File: src/hw/rtl/u8250_pkg.sv
// ----------------------------------------------------------------------------
// u8250_pkg: shared types and constants of the 8250 register model
// Item and result beats, function codes, register offsets, fixed patterns.
// ----------------------------------------------------------------------------
package u8250_pkg;

    typedef enum logic [1:0] {
        FUNC_READ  = 2'd0,
        FUNC_WRITE = 2'd1,
        FUNC_RX    = 2'd2,
        FUNC_NONE  = 2'd3
    } func_t;

    localparam logic [2:0] OFF_RBR_THR = 3'd0;
    localparam logic [2:0] OFF_IER     = 3'd1;
    localparam logic [2:0] OFF_IIR     = 3'd2;
    localparam logic [2:0] OFF_LCR     = 3'd3;
    localparam logic [2:0] OFF_MCR     = 3'd4;
    localparam logic [2:0] OFF_LSR     = 3'd5;
    localparam logic [2:0] OFF_MSR     = 3'd6;
    localparam logic [2:0] OFF_SCR     = 3'd7;

    localparam int unsigned DLAB_POS  = 7;
    localparam logic [7:0]  LSR_BASE  = 8'h60;
    localparam logic [7:0]  MSR_VALUE = 8'hb0;

    typedef struct packed {
        logic [1:0] func;
        logic [2:0] offset;
        logic [7:0] write_data;
        logic [7:0] rx_byte;
    } item_t;

    typedef struct packed {
        logic [7:0] read_data;
        logic       irq_level;
        logic       tx_valid;
        logic [7:0] tx_byte;
        logic       rx_accepted;
    } result_t;

endpackage

File: src/hw/rtl/u8250_regs.sv
// ----------------------------------------------------------------------------
// u8250_regs: UART register file and access decode
// Applies one beat per strobe to the register state and forms its result.
// ----------------------------------------------------------------------------
module u8250_regs (
    input  logic               aclk,
    input  logic               aresetn,
    input  logic               step,
    input  u8250_pkg::item_t   item,
    output u8250_pkg::result_t res
);

    logic [7:0] divisor_low_reg,   divisor_low_next;
    logic [7:0] divisor_high_reg,  divisor_high_next;
    logic [7:0] line_control_reg,  line_control_next;
    logic [7:0] int_enable_reg,    int_enable_next;
    logic [7:0] modem_control_reg, modem_control_next;
    logic [1:0] pending_reg,       pending_next;
    logic [7:0] rx_holding_reg,    rx_holding_next;
    logic       dlab;

    assign dlab = line_control_reg[u8250_pkg::DLAB_POS];

    always_comb begin
        divisor_low_next   = divisor_low_reg;
        divisor_high_next  = divisor_high_reg;
        line_control_next  = line_control_reg;
        int_enable_next    = int_enable_reg;
        modem_control_next = modem_control_reg;
        pending_next       = pending_reg;
        rx_holding_next    = rx_holding_reg;
        res                = '0;
        if (step) begin
            unique case (u8250_pkg::func_t'(item.func))
                u8250_pkg::FUNC_READ: begin
                    unique case (item.offset)
                        u8250_pkg::OFF_RBR_THR: begin
                            if (dlab) begin
                                res.read_data = divisor_low_reg;
                            end else begin
                                res.read_data   = rx_holding_reg;
                                pending_next[0] = 1'b0;
                            end
                        end
                        u8250_pkg::OFF_IER: begin
                            res.read_data = dlab ? divisor_high_reg : int_enable_reg;
                        end
                        u8250_pkg::OFF_IIR: begin
                            res.read_data = {7'd0, ~|(int_enable_reg[1:0] & pending_reg)};
                        end
                        u8250_pkg::OFF_LCR: res.read_data = line_control_reg;
                        u8250_pkg::OFF_MCR: res.read_data = modem_control_reg;
                        u8250_pkg::OFF_LSR: begin
                            res.read_data = u8250_pkg::LSR_BASE | {7'd0, pending_reg[0]};
                        end
                        u8250_pkg::OFF_MSR: res.read_data = u8250_pkg::MSR_VALUE;
                        default:            res.read_data = 8'd0;
                    endcase
                end
                u8250_pkg::FUNC_WRITE: begin
                    unique case (item.offset)
                        u8250_pkg::OFF_RBR_THR: begin
                            if (dlab) begin
                                divisor_low_next = item.write_data;
                            end else begin
                                res.tx_valid = 1'b1;
                                res.tx_byte  = item.write_data;
                            end
                        end
                        u8250_pkg::OFF_IER: begin
                            if (dlab) begin
                                divisor_high_next = item.write_data;
                            end else begin
                                int_enable_next = item.write_data;
                                pending_next[1] = item.write_data[1];
                            end
                        end
                        u8250_pkg::OFF_LCR: line_control_next  = item.write_data;
                        u8250_pkg::OFF_MCR: modem_control_next = item.write_data;
                        default: ;
                    endcase
                end
                u8250_pkg::FUNC_RX: begin
                    if (!pending_reg[0]) begin
                        rx_holding_next = item.rx_byte;
                        pending_next[0] = 1'b1;
                        res.rx_accepted = 1'b1;
                    end
                end
                u8250_pkg::FUNC_NONE: ;
            endcase
        end
        res.irq_level = |(int_enable_next[1:0] & pending_next);
    end

    always_ff @(posedge aclk) begin
        if (!aresetn) begin
            divisor_low_reg   <= '0;
            divisor_high_reg  <= '0;
            line_control_reg  <= '0;
            int_enable_reg    <= '0;
            modem_control_reg <= '0;
            pending_reg       <= '0;
            rx_holding_reg    <= '0;
        end else begin
            divisor_low_reg   <= divisor_low_next;
            divisor_high_reg  <= divisor_high_next;
            line_control_reg  <= line_control_next;
            int_enable_reg    <= int_enable_next;
            modem_control_reg <= modem_control_next;
            pending_reg       <= pending_next;
            rx_holding_reg    <= rx_holding_next;
        end
    end

    a_rx_sets_ready: assert property (@(posedge aclk) disable iff (!aresetn)
        step && res.rx_accepted |=> pending_reg[0])
        else $error("accepted byte did not set data ready");

    a_rx_full_drop: assert property (@(posedge aclk) disable iff (!aresetn)
        step && item.func == u8250_pkg::FUNC_RX && pending_reg[0]
        |=> $stable(rx_holding_reg))
        else $error("byte overwrote a full holding register");

    a_rbr_read_clears: assert property (@(posedge aclk) disable iff (!aresetn)
        step && item.func == u8250_pkg::FUNC_READ
        && item.offset == u8250_pkg::OFF_RBR_THR && !dlab |=> !pending_reg[0])
        else $error("receive buffer read left data ready set");

    a_tx_only_thr: assert property (@(posedge aclk) disable iff (!aresetn)
        step && res.tx_valid |-> item.func == u8250_pkg::FUNC_WRITE
        && item.offset == u8250_pkg::OFF_RBR_THR && !dlab)
        else $error("transmit beat from a non-THR access");

endmodule

File: config.mk
export PLATFORM = sky130hd
export DESIGN_NAME = u8250_regs
export DESIGN_NICKNAME = d
export VERILOG_FILES = /design/src/hw/rtl/u8250_pkg.sv /design/src/hw/rtl/u8250_regs.sv
export SDC_FILE = /design/constraint.sdc
export NUM_CORES = 1
export LEC_CHECK = 0
export ABC_AREA = 1
export BUFFER_PORTS_ARGS = -buffer_cell sky130_fd_sc_hd__buf_2
export CAP_MARGIN = 20
export CORE_MARGIN = 4
export CORE_UTILIZATION = 30
export CTS_BUF_LIST = sky130_fd_sc_hd__clkbuf_8
export DETAILED_ROUTE_END_ITERATION = 12
export SLEW_MARGIN = 0
export SYNTH_ARGS = -nofsm -noshare
export SYNTH_HDL_FRONTEND = slang
export SYNTH_SLANG_ARGS = --single-unit
File: constraint.sdc
create_clock -name aclk -period 1.9 [get_ports aclk]
set_input_delay 0.095 -clock aclk [delete_from_list [all_inputs] [get_ports aclk]]
set_output_delay 0.095 -clock aclk [all_outputs]
set_load 0.02 [all_outputs]
== Word level (Yosys, flattened, before mapping) ==
Index checks and enable logic that the tools add are counted.

* Flip-flop bits (word level): 50
* Latch bits: 0
* RAM bits: 0
* Memory bits (read-only): 0
* Word-level logic and storage cells: 53
* Memories kept: 0

* Add/sub/neg operators: 0
* Multipliers: 0
* Div/mod/pow operators: 0
* Magnitude comparators: 0
* Equal/unequal tests: 8
* Shift operators: 0
* Mux-type cells: 22
* Bitwise logic cells: 4
* Reduce and logical (&&, ||, !) cells: 11

{| class="wikitable"
|+ Operator list
! kind !! number
|-
| $pmux W8 S7 || 1
|-
| $mux W8 || 4
|-
| $mux W9 || 3
|-
| $reduce_and A4 Y1 || 3
|-
| $mux W10 || 1
|-
| $mux W2 || 5
|-
| $eq A3 B3 Y1 const B || 3
|-
| $reduce_and A3 Y1 || 3
|-
| $mux W1 || 7
|-
| $eq A3 B2 Y1 const B || 2
|-
| $and A2 B2 Y2 || 2
|-
| $reduce_or A2 Y1 || 2
|-
| $eq A3 B1 Y1 const B || 1
|-
| $logic_not A3 Y1 || 1
|-
| $eq A2 B1 Y1 const B || 1
|-
| $eq A2 B2 Y1 const B || 1
|-
| $logic_not A2 Y1 || 1
|-
| $not A1 Y1 || 2
|-
| $pmux W1 S2 || 1
|-
| $logic_not A1 Y1 || 1
|}

== Depth between registers and ports, before layout ==
Gate-level depths: netlist of run 1.

* Depth after elaboration: 6
* Mapped depth: 9
* Gate-level depth less buffers: 9

== Least setup slack after synthesis of run 1 ==
OpenSTA, ideal clock, no wires.

* Path type: flip-flop to output port
* From: register line_control_reg[7]
* To: output port res[18] (netlist name)
* Arrival time: 1203 ps
* Data required time: 1805 ps
* Path slack: 602 ps
* Cell stages (with the launch flop): 7
* Buffers on the path: 2
* Cell sequence: dfxtp_1 -> buf_4 -> clkbuf_1 -> nand2_1 -> nand3_1 -> nor2_1 -> nor2_1

{| class="wikitable"
|+ RTL lines
! element !! line !! source
|-
| start, declared || u8250_regs.sv:15 || <nowiki>logic [7:0] line_control_reg, line_control_next;</nowiki>
|-
| start signal, assigned || u8250_regs.sv:108 || <nowiki>line_control_reg <= line_control_next;</nowiki>
|-
| end, declared || u8250_regs.sv:10 || <nowiki>output u8250_pkg::result_t res</nowiki>
|}

==> flow_summary.toml, run 1 <==
[sta]
hold_viol_final = 0
clock_skew_ns = 0.00580
setup_ws_ns = 0.167
grt_setup_unrepaired = "yes"
slew_headroom_pct = 72.1
fin_crit_sh_pct = 91.2
fin_crit_ns = 1.73
fmax_mhz = 577
worst_pin_slew_ns = 0.419
setup_viol = 0
drv_slew = 0
tns_ns = 0

[final_layout]
nets = 438
areaGrowthSynthToFinish_pct = 13.9
antenna_cells = 0
layout-drive-gt1-share_pct = 20.2
instances_no_fill = 520

[detailed_routing]
firstDrtPassIters = 4
vias_per_cell = 4.73
wl_um = 6710
vias = 2457
drtIter0Drc = 109
final_antenna_net_count = 0
wl_per_cell_um = 12.9
drc = 0

[floorplan]
die_x_um = 100
die_area_mm2 = 0.0101
dieHeight_um = 100
initial_core_util_pct = 31.0
core_mm2 = 0.00826
num_rows = 33
io_pins = 43

[global_route]
first_global_vias = 2361
grt_max_degree = 39
grt_pass1_wl_um = 11200
grt_antenna_before_repair = 0
grt_overflow = 0
gr-usage-all-layers_pct = 13.7

[clock_network]
clk_pin_slew_ns = 0.09
clockRootBuffer = "clkbuf_8"
cts_hold_buf = 0
clock_path_buffers = 2
cts_resized = 0
insertion_delay_ns = 0.30
post-cts-setup-buffer-count = 0
htreeDepth = 2
cts_tree = "built"
cts_buffers = 5
cts_num_sinks = 50

[place]
globalplace.congestion = 0.817
dpl_worst_slack_ns = 0.469
place_hpwl_um = 4980
placed_cells = 512
portBuffers = 42

[worst_setup_path]
worstPathMaxFanout = 37
r2r_start = "line_control_reg[7]$_SDFFE_PN0P_"
r2r_slack_ns = 0.61
worstSetupPathType = "register to primary output"
r2r_end = "divisor_high_reg[4]$_SDFFE_PN0P_"
startpoint = "line_control_reg[7]$_SDFFE_PN0P_"
rr_worst_depth = 4
cp-end-kind = "primary output"
startpoint_type = "register"
worst-endpoint-required_ns = 1.80
cp.arrival_ns = 1.64
worstSetupEndpoint = "res[1]"

[flow_run]
maxCapViolations = 0

[yosys]
yosysTopAreaCell = "dfxtp_1"
mappedNetlistArea_mm2 = 0.00256
post-synth-top-count-cell = "nand2_1"
synthFlopType = "dfxtp_1"
netlist_top_cells_area = "dfxtp_1, nand2_1, nor2_1"
netlist_instances = 377
avgSynthCellArea_um2 = 6.80
synth_edf_count = 0
synth_cell_types = 28
ys_seq_elements = 50
yosys-top-cells-count = "nand2_1, nor2_1, dfxtp_1"
yosysWarnings = 0
yosys.area.top_type_share_pct = 39.0
async_flop_share_pct = 0
synth_nets = 401
ys_seq_area_share_pct = 39.0

[power_and_ir_drop]
p_leak_nw = 1.34
ir_drop_mv = 0.310
p_per_area_mw_per_mm2 = 656

[run_status]
outcome = "finished, final reports clean"

[hold_path]
hold_path.class = "input pin to register"
[where the power goes]
group          leakage (nW)  internal (mW)  total, mW  switching [mW]
clock network        0.0530          0.296      0.649           0.353
logic                 0.879         0.0582      0.191           0.133
registers             0.404           1.06       1.07          0.0100
total                  1.34           1.42       1.91           0.496
[cell type report]
class	instances	area, um^2
inverters	30	119
fillers	941	5340
multi-input cells	282	1340
clock inverters	2	12.5
repair buffers	45	233
well taps	105	131
clock buffers	6	82.6
flip-flops and latches	50	1000
[critical path, stage by stage, from the launching register on]
cell,delay [ns]
dfxtp_1,0.34
buf_4,0.34
nor2_1,0.09
nand2_1,0.30
nor2_1,0.10
buf_2,0.17
[routing by layer]
layer / up-vias / wire length (um) / GRT usage (%)
li1: 1270 / - / -
met1: 1120 / 3130 / 18.5
met2: 61 / 3140 / 22.7
met3: 6 / 354 / 2.50
met4: 0 / 81 / 3.52
met5: - / 0 / 0
[cell families after synthesis]
| group | Yosys count | synth area share (%) |
|---|---|---|
| AND/OR/NAND/NOR | 204 | 36.1 |
| AO/OA/AOI/OAI | 78 | 16.1 |
| flip-flops | 50 | 39.0 |
| buffers and inverters | 45 | 8.78 |
[cells in the final DEF, fill, tap and decap left out]
cell type / n
dfxtp_1: 50
nor2_1: 60
inv_1: 24
nand4_1: 2
clkinv_2: 1
nor3_1: 1
nand2_2: 6
inv_6: 1
nand3_1: 20
o21ai_1: 3
nand2_4: 1
nand2_1: 102
o21ai_0: 40
nor2_4: 4
nand3_2: 2
nand3_4: 2
inv_4: 2
nor2_8: 2
inv_2: 4
clkbuf_8: 6
buf_4: 3
a21oi_1: 29
a21oi_2: 4
nor2_2: 2
buf_2: 42
o21ai_2: 2
[worst min path at each step]
stage             from                              to  slack [ns]  depth (start not counted)
2_1_floorplan  item[0]  rx_holding_reg[0]$_SDFFE_PN0P_        0.23                          2
3_3_place_gp   item[7]  rx_holding_reg[7]$_SDFFE_PN0P_        0.33                          3
3_5_place_dp   item[5]  rx_holding_reg[5]$_SDFFE_PN0P_        0.33                          3
4_1_cts        item[7]  rx_holding_reg[7]$_SDFFE_PN0P_        0.01                          3
5_1_grt        item[2]  rx_holding_reg[2]$_SDFFE_PN0P_        0.02                          3
6_report       item[2]  rx_holding_reg[2]$_SDFFE_PN0P_        0.02                          3
[per-stage QoR]
step,hold WS (ns),power (mW),instance area [um^2],util [%]
after floorplan,0.230,1.22,2560,-
after global placement,0.327,1.29,2820,34.2
after detailed placement,0.331,1.29,2820,34.2
after CTS,0.0146,1.93,2920,35.3
after global routing,0.0162,2.00,2920,35.3
final,0.0156,1.91,2920,35.3
No activity file was read; power rests on OpenSTA's default activity.
==> inputs of run 2 (changes only) <==
Settings changed: BUFFER_PORTS_ARGS -buffer_cell sky130_fd_sc_hd__buf_2 to not set, DONT_BUFFER_PORTS set to 1, MAX_ROUTING_LAYER set to met4.
==> run 2 against run 1 <==
The flow now finishes with violations (negative hold slack). First-iteration DRC count increased by 60%. Cell count fell by 4.6%. Sequential share of layout area is 0.22 points higher. Flip-flop and latch count did not move. Core utilization shrank 0.23 points. Sequential power barely moved. Setup slack worse by 0.041 ns. Non-clock buffer count fell by 24. Die area is the same.
==> flow_summary.toml, run 2 (synthesis gave the netlist of run 1 again) <==
[run_status]
outcome = "finished, violations left"
violations = "negative hold slack"

[place]
detailed_place.area_mm2 = 0.00261
globalplace.congestion = 0.857
place_hpwl_um = 5000
portBuffers = 0

[floorplan]
num_rows = 33
io_pins = 43
die_area_mm2 = 0.0101
core_mm2 = 0.00826
die_x_um = 100
dieHeight_um = 100
initial_core_util_pct = 31.0

[hold_path]
hold_path.startpoint = "item[9]"
min_to = "modem_control_reg[1]$_SDFFE_PN0P_"
worstHoldPathCells = 2
hold_path.class = "input pin to register"

[global_route]
grt_antenna_before_repair = 0
grt_overflow = 0
grt_max_degree = 39
first_global_vias = 2275
gr-usage-all-layers_pct = 14.7
grt_pass1_wl_um = 11400

[worst_setup_path]
critPathMaxStageDelay_ns = 0.46
crit_slowest_cell = "nor2_1"
cp-end-kind = "primary output"
worstPathMaxFanout = 17
worst-endpoint-required_ns = 1.80
startpoint_type = "register"
cp_top_family = "simple AND/OR/NAND/NOR gates"
cpMostUsedCell = "nor2_1"
r2r_start = "line_control_reg[7]$_SDFFE_PN0P_"
cp.arrival_ns = 1.68
worstSetupPathType = "register to primary output"
worstPathCellList = "buf_4 > nor2_1 > nand2_1 > nor2_1"
critical_path_buf_inv_count = 1
r2r_end = "int_enable_reg[2]$_SDFFE_PN0P_"
worst-path-stages = 4
rr_worst_depth = 6
r2r_slack_ns = 0.63

[detailed_routing]
drc = 0
wl_um = 6820
drtIter0Drc = 174
wl_per_cell_um = 13.7
final_antenna_net_count = 0
vias_per_cell = 4.86
vias = 2413
firstDrtPassIters = 4

[clock_network]
post-cts-setup-buffer-count = 0
clk_pin_slew_ns = 0.10
htreeDepth = 2
clockRootBuffer = "clkbuf_8"
cts_tree = "built"
cts_buffers = 5
clock_path_buffers = 2
insertion_delay_ns = 0.31
cts_num_sinks = 50

[power_and_ir_drop]
p_total_mw = 1.89
internal_power_mw = 1.39
combPwrFrac_pct = 9.5
clockPowerShare_pct = 33.6
ir_drop_mv = 0.262
switching_share_pct = 26.5
p_per_area_mw_per_mm2 = 651
power.switching_mw = 0.500
pwr-share-seq_pct = 56.9
p_leak_nw = 1.21

[sta]
tns_ns = 0
clock_skew_ns = 0.00944
fin_crit_ns = 1.77
hold_viol_final = 1
fin_crit_sh_pct = 93.3
hold_ws_ns = -0.00247
setup_viol = 0
drv_slew = 0
slew_headroom_pct = 69.2
worst_pin_slew_ns = 0.460
fmax_mhz = 564

[final_layout]
nets = 414
final_common_cell = "nand2_1"
areaGrowthSynthToFinish_pct = 13.1
antenna_cells = 0
postLayoutCellArea_mm2 = 0.00290
mostFrequentLayoutCells = "nand2_1, nor2_1, dfxtp_1, o21ai_0, a21oi_1"
layout-drive-gt1-share_pct = 11.8

[flow_run]
maxCapViolations = 0
run 2: cell count changes in the layout (fill, tap and decap cells not counted), moves of 2 or more:
cell / before / now
clkinvlp_4: 0 / 2
buf_2: 42 / 0
inv_1: 24 / 22
dlygate4sd3_1: 0 / 17
run 2: area by class of cell:
class / instances / area (um^2)
timing repair buffer: 21 / 213
tap: 105 / 131
inverter: 30 / 123
multi-input combinational: 282 / 1340
clock inverter: 3 / 21.3
clock buffer: 5 / 68.8
fill: 925 / 5360
sequential: 50 / 1000
run 2: metal layers:
layer / routed length, um / vias up / GRT usage, %
li1: - / 1232 / -
met1: 3180 / 1101 / 19.6
met2: 3120 / 67 / 22.5
met3: 410 / 13 / 2.99
met4: 104 / 0 / 4.66
met5: 0 / - / -
run 2: worst max path at each step:
| stage | from | endpoint | slack (ns) |
|---|---|---|---|
| 6_report | line_control_reg[7]$_SDFFE_PN0P_ | res[2] | 0.13 |
| 2_1_floorplan | line_control_reg[7]$_SDFFE_PN0P_ | res[18] | 0.60 |
| 4_1_cts | line_control_reg[7]$_SDFFE_PN0P_ | res[10] | 0.07 |
| 3_5_place_dp | line_control_reg[7]$_SDFFE_PN0P_ | res[10] | 0.41 |
| 3_3_place_gp | line_control_reg[7]$_SDFFE_PN0P_ | res[10] | 0.47 |
| 5_1_grt | line_control_reg[7]$_SDFFE_PN0P_ | res[10] | -0.003 |
run 2: through the flow:
| stage | cells | worst slack [ns] | util [%] |
|---|---|---|---|
| after floorplan | 377 | 0.602 | - |
| after global placement | 470 | 0.467 | 31.6 |
| after detailed placement | 470 | 0.412 | 31.6 |
| after CTS | 496 | 0.0725 | 35.0 |
| after global routing | 496 | -0.00292 | 35.1 |
| final | 496 | 0.127 | 35.1 |
run 2: worst register-to-register path, stage by stage (launching register included):
cell	delay [ns]
dfxtp_1	0.35
clkinvlp_4	0.18
nand2_1	0.07
nor2_1	0.20
nand2_4	0.13
o21ai_0	0.16
a21oi_1	0.06
run 2: timing repair:
| action | CTS | global route |
|---|---|---|
| hold endpoints to repair | 46 | 0 |
| resized for setup | 0 | 3 |
| hold buffers | 18 | 0 |
| setup endpoints to repair | 0 | 1 |
run 2: power groups by stage:
stage | registers, mW | clock network [mW] | logic, mW
6_report | 1.07 | 0.636 | 0.179
3_5_place_dp | 1.10 | 0 | 0.131
5_1_grt | 1.08 | 0.695 | 0.203
3_3_place_gp | 1.10 | 0 | 0.130
2_1_floorplan | 1.10 | 0 | 0.126
4_1_cts | 1.07 | 0.649 | 0.181
